<file path="src/rtl/core/hfsx_pkg.sv">
`timescale 1ns / 1ps
// ----------------------------------------------------------------------------
// hfsx_pkg
// shared types and constants of the header frame parser with sum and xor check
// ----------------------------------------------------------------------------
package hfsx_pkg;

  localparam int unsigned PAYLOAD_LEN = 3;
  localparam int unsigned BYTE_W      = 8;
  localparam int unsigned PAYLOAD_W   = 24;
  localparam int unsigned ERR_W       = 2;
  localparam int unsigned CFG_IDX_W   = 1;
  localparam int unsigned CFG_DATA_W  = 8;

  // payload bytes that fit into the packed field
  localparam int unsigned PACK_LEN = (PAYLOAD_LEN < PAYLOAD_W / BYTE_W) ?
                                     PAYLOAD_LEN : PAYLOAD_W / BYTE_W;
  localparam int unsigned CNT_W    = $clog2(PAYLOAD_LEN + 1);

  localparam logic [BYTE_W-1:0] HEADER_FIRST_RST  = 8'h55;
  localparam logic [BYTE_W-1:0] HEADER_SECOND_RST = 8'hAA;

  typedef enum logic [CFG_IDX_W-1:0] {
    CFG_HEADER_FIRST  = 1'b0,
    CFG_HEADER_SECOND = 1'b1
  } cfg_idx_e;

  typedef enum logic [ERR_W-1:0] {
    ERR_NONE = 2'd0,
    ERR_SUM  = 2'd1,
    ERR_XOR  = 2'd2
  } err_e;

  typedef enum logic [2:0] {
    PH_HUNT1 = 3'd0,
    PH_HUNT2 = 3'd1,
    PH_DATA  = 3'd2,
    PH_SUM   = 3'd3,
    PH_XOR   = 3'd4
  } phase_e;

  typedef struct packed {
    logic              valid;
    logic [BYTE_W-1:0] rx_byte;
  } stage_t;

  typedef struct packed {
    logic                 ack;
    logic                 frame_ok;
    logic [ERR_W-1:0]     error_code;
    logic [PAYLOAD_W-1:0] payload;
  } res_t;

endpackage

</file>
<file path="src/rtl/core/hfsx_if.sv">
`timescale 1ns / 1ps
// ----------------------------------------------------------------------------
// hfsx byte and result channels
// valid/ready channels carrying received bytes and parser results
// ----------------------------------------------------------------------------
interface hfsx_byte_if;
  logic                      valid;
  logic                      ready;
  logic [hfsx_pkg::BYTE_W-1:0] rx_byte;

  modport source (output valid, output rx_byte, input ready);
  modport sink   (input valid, input rx_byte, output ready);
endinterface

interface hfsx_result_if;
  logic                            valid;
  logic                            ready;
  logic                            ack;
  logic                            frame_ok;
  logic [hfsx_pkg::ERR_W-1:0]      error_code;
  logic [hfsx_pkg::PAYLOAD_W-1:0]  payload;

  modport source (output valid, output ack, output frame_ok, output error_code,
                  output payload, input ready);
  modport sink   (input valid, input ack, input frame_ok, input error_code,
                  input payload, output ready);
endinterface

</file>
<file path="src/rtl/core/hfsx_in_reg.sv">
`timescale 1ns / 1ps
// ----------------------------------------------------------------------------
// hfsx_in_reg
// input register holding one received byte until the parser takes it
// ----------------------------------------------------------------------------
module hfsx_in_reg (
  input  logic                        clk_i,
  input  logic                        rst_ni,
  input  logic                        valid_i,
  input  logic [hfsx_pkg::BYTE_W-1:0] rx_byte_i,
  input  logic                        advance_i,
  output logic                        ready_o,
  output hfsx_pkg::stage_t            stage_o
);
  import hfsx_pkg::*;

  logic              valid_q, valid_d;
  logic [BYTE_W-1:0] byte_q;

  assign ready_o = !valid_q || advance_i;
  assign valid_d = ready_o ? valid_i : valid_q;

  always_ff @(posedge clk_i or negedge rst_ni) begin
    if (!rst_ni) begin
      valid_q <= 1'b0;
    end else begin
      valid_q <= valid_d;
    end
  end

  always_ff @(posedge clk_i) begin
    if (valid_i && ready_o) begin
      byte_q <= rx_byte_i;
    end
  end

  assign stage_o.valid   = valid_q;
  assign stage_o.rx_byte = byte_q;

endmodule

</file>
<file path="src/rtl/core/hfsx_parser.sv">
`timescale 1ns / 1ps
// ----------------------------------------------------------------------------
// hfsx_parser
// header hunt, payload capture, sum and xor checks, header registers
// ----------------------------------------------------------------------------
module hfsx_parser (
  input  logic                            clk_i,
  input  logic                            rst_ni,
  input  logic                            cfg_we_i,
  input  logic [hfsx_pkg::CFG_IDX_W-1:0]  cfg_idx_i,
  input  logic [hfsx_pkg::CFG_DATA_W-1:0] cfg_data_i,
  input  hfsx_pkg::stage_t                stage_i,
  input  logic                            advance_i,
  output hfsx_pkg::res_t                  res_o
);
  import hfsx_pkg::*;

  logic [BYTE_W-1:0] hdr_first_q, hdr_second_q;
  phase_e            phase_q, phase_d;
  logic [CNT_W-1:0]  count_q, count_d;
  logic [BYTE_W-1:0] sum_q, sum_d;
  logic [BYTE_W-1:0] xor_q, xor_d;
  logic              store_we;
  logic [BYTE_W-1:0] store_q [PACK_LEN];
  logic [PAYLOAD_W-1:0] packed_pay;
  logic [BYTE_W-1:0] b;

  assign b = stage_i.rx_byte;

  // header registers
  always_ff @(posedge clk_i or negedge rst_ni) begin
    if (!rst_ni) begin
      hdr_first_q  <= HEADER_FIRST_RST;
      hdr_second_q <= HEADER_SECOND_RST;
    end else if (cfg_we_i) begin
      case (cfg_idx_e'(cfg_idx_i))
        CFG_HEADER_FIRST:  hdr_first_q  <= cfg_data_i[BYTE_W-1:0];
        CFG_HEADER_SECOND: hdr_second_q <= cfg_data_i[BYTE_W-1:0];
        default: ;
      endcase
    end
  end

  always_comb begin
    packed_pay = '0;
    for (int i = 0; i < PACK_LEN; i++) begin
      packed_pay[BYTE_W*i +: BYTE_W] = store_q[i];
    end
  end

  always_comb begin
    phase_d  = phase_q;
    count_d  = count_q;
    sum_d    = sum_q;
    xor_d    = xor_q;
    store_we = 1'b0;
    res_o    = '0;
    case (phase_q)
      PH_HUNT1: begin
        if (b == hdr_first_q) begin
          res_o.ack = 1'b1;
          phase_d   = PH_HUNT2;
        end
      end
      PH_HUNT2: begin
        if (b == hdr_second_q) begin
          res_o.ack = 1'b1;
          phase_d   = PH_DATA;
          count_d   = '0;
          sum_d     = '0;
          xor_d     = '0;
        end else begin
          phase_d = PH_HUNT1;
        end
      end
      PH_DATA: begin
        sum_d     = sum_q + b;
        xor_d     = xor_q ^ b;
        store_we  = 1'b1;
        count_d   = count_q + 1'b1;
        res_o.ack = 1'b1;
        if (count_q == CNT_W'(PAYLOAD_LEN - 1)) begin
          phase_d = PH_SUM;
        end
      end
      PH_SUM: begin
        if (b == sum_q) begin
          res_o.ack = 1'b1;
          phase_d   = PH_XOR;
        end else begin
          res_o.error_code = ERR_SUM;
          phase_d          = PH_HUNT1;
        end
      end
      PH_XOR: begin
        if (b == xor_q) begin
          res_o.ack      = 1'b1;
          res_o.frame_ok = 1'b1;
          res_o.payload  = packed_pay;
        end else begin
          res_o.error_code = ERR_XOR;
        end
        phase_d = PH_HUNT1;
        count_d = '0;
        sum_d   = '0;
        xor_d   = '0;
      end
      default: begin
        phase_d = PH_HUNT1;
      end
    endcase
  end

  always_ff @(posedge clk_i or negedge rst_ni) begin
    if (!rst_ni) begin
      phase_q <= PH_HUNT1;
      count_q <= '0;
      sum_q   <= '0;
      xor_q   <= '0;
    end else if (advance_i) begin
      phase_q <= phase_d;
      count_q <= count_d;
      sum_q   <= sum_d;
      xor_q   <= xor_d;
    end
  end

  // payload bytes beyond the packed field are not kept
  always_ff @(posedge clk_i) begin
    for (int i = 0; i < PACK_LEN; i++) begin
      if (advance_i && store_we && count_q == CNT_W'(i)) begin
        store_q[i] <= b;
      end
    end
  end

endmodule

</file>
<file path="src/rtl/core/hfsx_out_reg.sv">
`timescale 1ns / 1ps
// ----------------------------------------------------------------------------
// hfsx_out_reg
// result register; decides when the staged byte moves through the parser
// ----------------------------------------------------------------------------
module hfsx_out_reg (
  input  logic           clk_i,
  input  logic           rst_ni,
  input  logic           stage_valid_i,
  input  hfsx_pkg::res_t res_i,
  input  logic           ready_i,
  output logic           advance_o,
  output logic           valid_o,
  output hfsx_pkg::res_t res_o
);
  import hfsx_pkg::*;

  logic valid_q, valid_d;
  res_t res_q;

  assign advance_o = stage_valid_i && (!valid_q || ready_i);
  assign valid_d   = advance_o || (valid_q && !ready_i);

  always_ff @(posedge clk_i or negedge rst_ni) begin
    if (!rst_ni) begin
      valid_q <= 1'b0;
    end else begin
      valid_q <= valid_d;
    end
  end

  always_ff @(posedge clk_i) begin
    if (advance_o) begin
      res_q <= res_i;
    end
  end

  assign valid_o = valid_q;
  assign res_o   = res_q;

endmodule

</file>
<file path="src/rtl/core/header_frame_sum_xor_parser.sv">
`timescale 1ns / 1ps
// ----------------------------------------------------------------------------
// header_frame_sum_xor_parser
// serial frame parser with two-byte header, 8-bit sum and 8-bit xor checks
// ----------------------------------------------------------------------------
// Takes one received byte per transaction and returns exactly one result per
// byte. The parser hunts for the first and then the second header byte (both
// programmable, reset 0x55 and 0xAA), stores PAYLOAD_LEN payload bytes while
// keeping a running sum and xor, then checks a sum byte and an xor byte. ack
// is set for every byte the parser accepts; a good xor byte sets frame_ok and
// shows the packed payload (first byte in bits 7..0), otherwise payload is 0.
// A failed check gives error_code 1 (sum) or 2 (xor) and restarts the hunt.
// Rate: one byte per clock cycle sustained while the result channel is ready;
// each byte passes through the input register and then the result register
// with the parser logic between them. While a finished result waits to be
// taken, the input register still takes one more byte and then holds off the
// input until the result moves on. The user must write the header registers
// only while no transaction is in flight; the block does not enforce it.
// ----------------------------------------------------------------------------
module header_frame_sum_xor_parser (
  input  logic                            clk_i,
  input  logic                            rst_ni,
  input  logic                            cfg_we_i,
  input  logic [hfsx_pkg::CFG_IDX_W-1:0]  cfg_idx_i,
  input  logic [hfsx_pkg::CFG_DATA_W-1:0] cfg_data_i,
  hfsx_byte_if.sink                       in_rx,
  hfsx_result_if.source                   out_tx
);
  import hfsx_pkg::*;

  stage_t stage;      // byte held in the input register
  res_t   res_comb;   // parser result for the held byte
  res_t   res_reg;    // registered result on the output channel
  logic   advance;    // held byte moves into the result register
  logic   out_valid;

  // input register: takes a new byte whenever the held one moves on
  hfsx_in_reg u_in_reg (
    .clk_i     (clk_i),
    .rst_ni    (rst_ni),
    .valid_i   (in_rx.valid),
    .rx_byte_i (in_rx.rx_byte),
    .advance_i (advance),
    .ready_o   (in_rx.ready),
    .stage_o   (stage)
  );

  // parser state, header registers and check logic
  hfsx_parser u_parser (
    .clk_i      (clk_i),
    .rst_ni     (rst_ni),
    .cfg_we_i   (cfg_we_i),
    .cfg_idx_i  (cfg_idx_i),
    .cfg_data_i (cfg_data_i),
    .stage_i    (stage),
    .advance_i  (advance),
    .res_o      (res_comb)
  );

  // result register: state only advances when the result is captured
  hfsx_out_reg u_out_reg (
    .clk_i         (clk_i),
    .rst_ni        (rst_ni),
    .stage_valid_i (stage.valid),
    .res_i         (res_comb),
    .ready_i       (out_tx.ready),
    .advance_o     (advance),
    .valid_o       (out_valid),
    .res_o         (res_reg)
  );

  assign out_tx.valid      = out_valid;
  assign out_tx.ack        = res_reg.ack;
  assign out_tx.frame_ok   = res_reg.frame_ok;
  assign out_tx.error_code = res_reg.error_code;
  assign out_tx.payload    = res_reg.payload;

endmodule

</file>
<file path="src/flat_wrapper.sv">
// flat-port wrapper written by rule: the top's interface ports become plain ports
module header_frame_sum_xor_parser_flat import hfsx_pkg::*;
  (clk_i, rst_ni, cfg_we_i, cfg_idx_i, cfg_data_i, in_rx_valid, in_rx_rx_byte, in_rx_ready, out_tx_valid, out_tx_ack, out_tx_frame_ok, out_tx_error_code, out_tx_payload, out_tx_ready);
  hfsx_byte_if in_rx_i ();
  hfsx_result_if out_tx_i ();
  input  logic clk_i;
  input  logic rst_ni;
  input  logic cfg_we_i;
  input  logic [hfsx_pkg::CFG_IDX_W-1:0] cfg_idx_i;
  input  logic [hfsx_pkg::CFG_DATA_W-1:0] cfg_data_i;
  input wire logic [$bits(in_rx_i.valid)-1:0] in_rx_valid;
  input wire logic [$bits(in_rx_i.rx_byte)-1:0] in_rx_rx_byte;
  output wire logic [$bits(in_rx_i.ready)-1:0] in_rx_ready;
  output wire logic [$bits(out_tx_i.valid)-1:0] out_tx_valid;
  output wire logic [$bits(out_tx_i.ack)-1:0] out_tx_ack;
  output wire logic [$bits(out_tx_i.frame_ok)-1:0] out_tx_frame_ok;
  output wire logic [$bits(out_tx_i.error_code)-1:0] out_tx_error_code;
  output wire logic [$bits(out_tx_i.payload)-1:0] out_tx_payload;
  input wire logic [$bits(out_tx_i.ready)-1:0] out_tx_ready;
  assign in_rx_i.valid = in_rx_valid;
  assign in_rx_i.rx_byte = in_rx_rx_byte;
  assign in_rx_ready = in_rx_i.ready;
  assign out_tx_valid = out_tx_i.valid;
  assign out_tx_ack = out_tx_i.ack;
  assign out_tx_frame_ok = out_tx_i.frame_ok;
  assign out_tx_error_code = out_tx_i.error_code;
  assign out_tx_payload = out_tx_i.payload;
  assign out_tx_i.ready = out_tx_ready;
  header_frame_sum_xor_parser u_core (.clk_i(clk_i), .rst_ni(rst_ni), .cfg_we_i(cfg_we_i), .cfg_idx_i(cfg_idx_i), .cfg_data_i(cfg_data_i), .in_rx(in_rx_i), .out_tx(out_tx_i));
endmodule
</file>
<file path="config.mk">
export PLATFORM = sky130hd
export DESIGN_NAME = header_frame_sum_xor_parser_flat
export DESIGN_NICKNAME = d
export VERILOG_FILES = /design/src/rtl/core/hfsx_pkg.sv /design/src/rtl/core/hfsx_if.sv /design/src/rtl/core/hfsx_in_reg.sv /design/src/rtl/core/hfsx_parser.sv /design/src/rtl/core/hfsx_out_reg.sv /design/src/rtl/core/header_frame_sum_xor_parser.sv /design/src/flat_wrapper.sv
export SDC_FILE = /design/constraint.sdc
export NUM_CORES = 1
export LEC_CHECK = 0
export ABC_AREA = 1
export BUFFER_PORTS_ARGS = -buffer_cell sky130_fd_sc_hd__buf_4
export CORE_MARGIN = 2
export CORE_UTILIZATION = 39
export CTS_CLUSTER_SIZE = 28
export DETAILED_ROUTE_END_ITERATION = 8
export GPL_TIMING_DRIVEN = 0
export SKIP_CTS_REPAIR_TIMING = 1
export SLEW_MARGIN = 10
export SYNTH_ARGS = -nofsm -noshare
export SYNTH_HDL_FRONTEND = slang
export SYNTH_SLANG_ARGS = --single-unit
export TNS_END_PERCENT = 1
</file>
<file path="constraint.sdc">
create_clock -name clk_i -period 2.4 [get_ports clk_i]
set_input_delay 0.72 -clock clk_i [delete_from_list [all_inputs] [get_ports clk_i]]
set_output_delay 0.72 -clock clk_i [all_outputs]
set_load 0.02 [all_outputs]
</file>
==> reports/metrics.yaml <==
synth_cells: 454
fp-row-count: 39
clk_path_buf_depth: 2
p_leak_uw: 0.00257
cts_tree: "yes"
root_buffer: "clkbuf_16"
r2r_slack_ns: 0.25
drv_slew: 0
cts_made_buffers: 9
grt-ovfl-total: 0
hp-class: "input pin to async pin"
routed_via_density: 4.45
clk_latency_ns: 0.34
io_pins: 52
crit_required_ns: 2.36
drc_errors: 0
grt_max_degree: 40
cellPowerDensity_nw_per_um2: 745
finalNetCount: 549
die_x_um: 111
ys_seq_area_frac: 0.624
final_common_cell: "nand2_1"
synth_top_area_cell: "edfxtp_1"
fp.dieH_um: 111
place_hpwl_mm: 5.72
die-area_um2: 12300
syn_to_final_growth_pct: 19.3
fin_crit_sh: 0.897
outcome: "finished, final reports clean"
cp_max_fo: 10
synth_fp_nets: 487
mostFrequentLayoutCells: "nand2_1 (134), inv_1 (71), edfxtp_1 (60)"
finalSetupViolCount: 0
final-seq-area_um2: 2790
multi_input_area_um2: 1350
ant_nets: 0
path_clk_slew_ns: 0.07
rr_worst_depth: 8
path_delay_family: "simple AND/OR/NAND/NOR gates"
core_um2: 11300
layout.cells.non_filler: 664
cap_violations: 0
synth_top_cells_by_area: "edfxtp_1 (40%), dfrtp_1 (17%), nand2_1 (11%)"
relSlewSlack: 0.488
place_inst: 648
max_slew.worst_pin.slew_ns: 0.768
synth_cell_type_count: 29
timing.hold.ws_ns: 0.359
finClkSkew_ns: 0.0102
place.gp.congestion: 0.896
syn_area_um2: 4470
yosys_warnings: 0
endpoint_kind: "flop"
drive_gt1_frac: 0.173
start_util: 0.395
drtPass1Iterations: 4
nFillCells: 1072
drt_iter0_markers: 165
grt_pass1_vias: 2954
place_area_um2: 5030
avgSynthCellArea_um2: 9.85
worstPathArrival_ns: 2.12
hold_viol_final: 0
synth_top_area_frac: 0.403
antenna_cells: 0
wl_mm: 8.38
worst-path-buf-inv: 4
ys_ff_latch: 99
antenna_found_initial: 0
cts.sinks: 99
avgRoutedWirePerCell_um: 12.6
r2r_start: "u_core.u_parser.phase_q[0]$_DFFE_PN0P_"
fmax_mhz: 464
global_route.usage.total: 0.148
irDropWorstVdd_mv: 0.440
num_vias: 2957
slowest_stage: "nor2_1"
cpPeakStageDelay_ns: 0.57
r2r-end: "u_core.u_parser.store_q[0][0]$_DFFE_PP_"
io_buffers: 51
min_period_ns: 2.15
h-tree-depth: 3
rsz0062_at_grt: "no"
final_cell_area_um2: 5330
grt_pass1_wl_mm: 14.4
crit_type: "flop to flop"
startpoint_type: "flop"
crit_path_cell_trace: "nor2_2 > inv_2 > nor2_8 > inv_4 > nor2_8 > inv_2 > buf_6 > nor2_1"
[flip-flops by register name, indices dropped and copies added, names as in the netlist]
name	count
u_core.u_in_reg.valid_q	1
u_core.u_parser.xor_q	8
u_core.u_out_reg.valid_o	1
u_core.u_parser.count_q	2
u_core.u_in_reg.byte_q	8
u_core.u_parser.hdr_second_q	8
u_core.u_out_reg.res_o	28
u_core.u_parser.phase_q	3
u_core.u_parser.hdr_first_q	8
u_core.u_parser.store_q	24
u_core.u_parser.sum_q	8
[report_power, final]
part	internal (uW)	total (uW)	switching (uW)	leakage, uW
sequential	1950	2040	96.3	0.00107
clock	818	1450	637	0.000140
combinational	183	474	290	0.00136
total	2950	3970	1020	0.00257
[how the worst max path moves through the flow]
| stage | startpoint | depth (start not counted) | slack, ns | to |
|---|---|---|---|---|
| detailed placement | out_tx_ready | 9 | -0.03 | u_core.u_parser.phase_q[1]$_DFFE_PN0P_ |
| global route | u_core.u_in_reg.byte_q[0]$_DFFE_PP_ | 11 | 0.06 | u_core.u_parser.sum_q[6]$_DFFE_PN0P_ |
| finish | u_core.u_parser.phase_q[0]$_DFFE_PN0P_ | 8 | 0.25 | u_core.u_parser.store_q[0][0]$_DFFE_PP_ |
| floorplan | out_tx_ready | 8 | 0.38 | u_core.u_parser.phase_q[1]$_DFFE_PN0P_ |
| CTS | u_core.u_parser.phase_q[0]$_DFFE_PN0P_ | 8 | 0.23 | u_core.u_parser.store_q[0][0]$_DFFE_PP_ |
| global placement | out_tx_ready | 8 | -0.009 | u_core.u_parser.store_q[0][6]$_DFFE_PP_ |
[cells in the mapped netlist]
| library cell | instances |
|---|---|
| buf_2 | 3 |
| xnor2_1 | 16 |
| nand2_1 | 134 |
| edfxtp_1 | 60 |
| a21oi_1 | 6 |
| fa_1 | 1 |
| clkbuf_1 | 2 |
| nor2_8 | 2 |
| inv_2 | 3 |
| nand2_2 | 1 |
| dfstp_2 | 8 |
| or2_0 | 7 |
| nor2_2 | 1 |
| nand2_4 | 1 |
| or2_2 | 1 |
| dfrtp_1 | 31 |
| buf_6 | 2 |
| ha_1 | 10 |
| nand3_1 | 17 |
| a21o_1 | 1 |
| nor3_1 | 1 |
| nand3_2 | 1 |
| o21a_1 | 1 |
| o21ai_0 | 16 |
| nand4_1 | 5 |
| inv_4 | 1 |
| nor2_1 | 50 |
| nor3b_1 | 1 |
| inv_1 | 71 |
[per-layer routing]
layer | GRT usage | wire length [um] | up-vias
li1 | - | - | 1542
met1 | 0.207 | 4070 | 1355
met2 | 0.233 | 3840 | 55
met3 | 0.0273 | 371 | 5
met4 | 0.0543 | 95 | 0
met5 | 0 | 0 | -
[worst register-to-register path: stages (launching register included)]
cell     delay [ns]
dfrtp_1        0.43
nor2_2         0.16
inv_2          0.08
nor2_8         0.14
inv_4          0.08
nor2_8         0.14
inv_2          0.05
buf_6          0.14
nor2_1         0.57
[final cells by class]
| cell class | count | share of cell area |
|---|---|---|
| buffer | 7 | 0.00845 |
| clock buffer | 10 | 0.0429 |
| clock inverter | 6 | 0.0134 |
| inverter | 75 | 0.0533 |
| multi-input combinational | 273 | 0.254 |
| sequential | 99 | 0.523 |
| tap | 143 | 0.0336 |
| timing repair buffer | 51 | 0.0718 |
[logic make-up after synthesis]
| logic type | after synthesis | synth area share |
|---|---|---|
| compound gates | 24 | 0.0280 |
| xor+xnor | 16 | 0.0313 |
| fa+ha+maj | 11 | 0.0325 |
| buf+inv | 82 | 0.0736 |
| flops | 99 | 0.624 |
| simple gates | 222 | 0.211 |
[per-stage QoR]
stage	TNS (ns)	total power (uW)	util	setup WS, ns
after global routing	0	4150	0.471	0.0628
after global placement	-0.0669	2540	0.445	-0.00873
after detailed placement	-0.202	2560	0.445	-0.0317
after floorplan	0	2370	-	0.384
after CTS	0	4010	0.471	0.228
final	0	3970	0.471	0.247
Power figures use the tool's default switching activity.
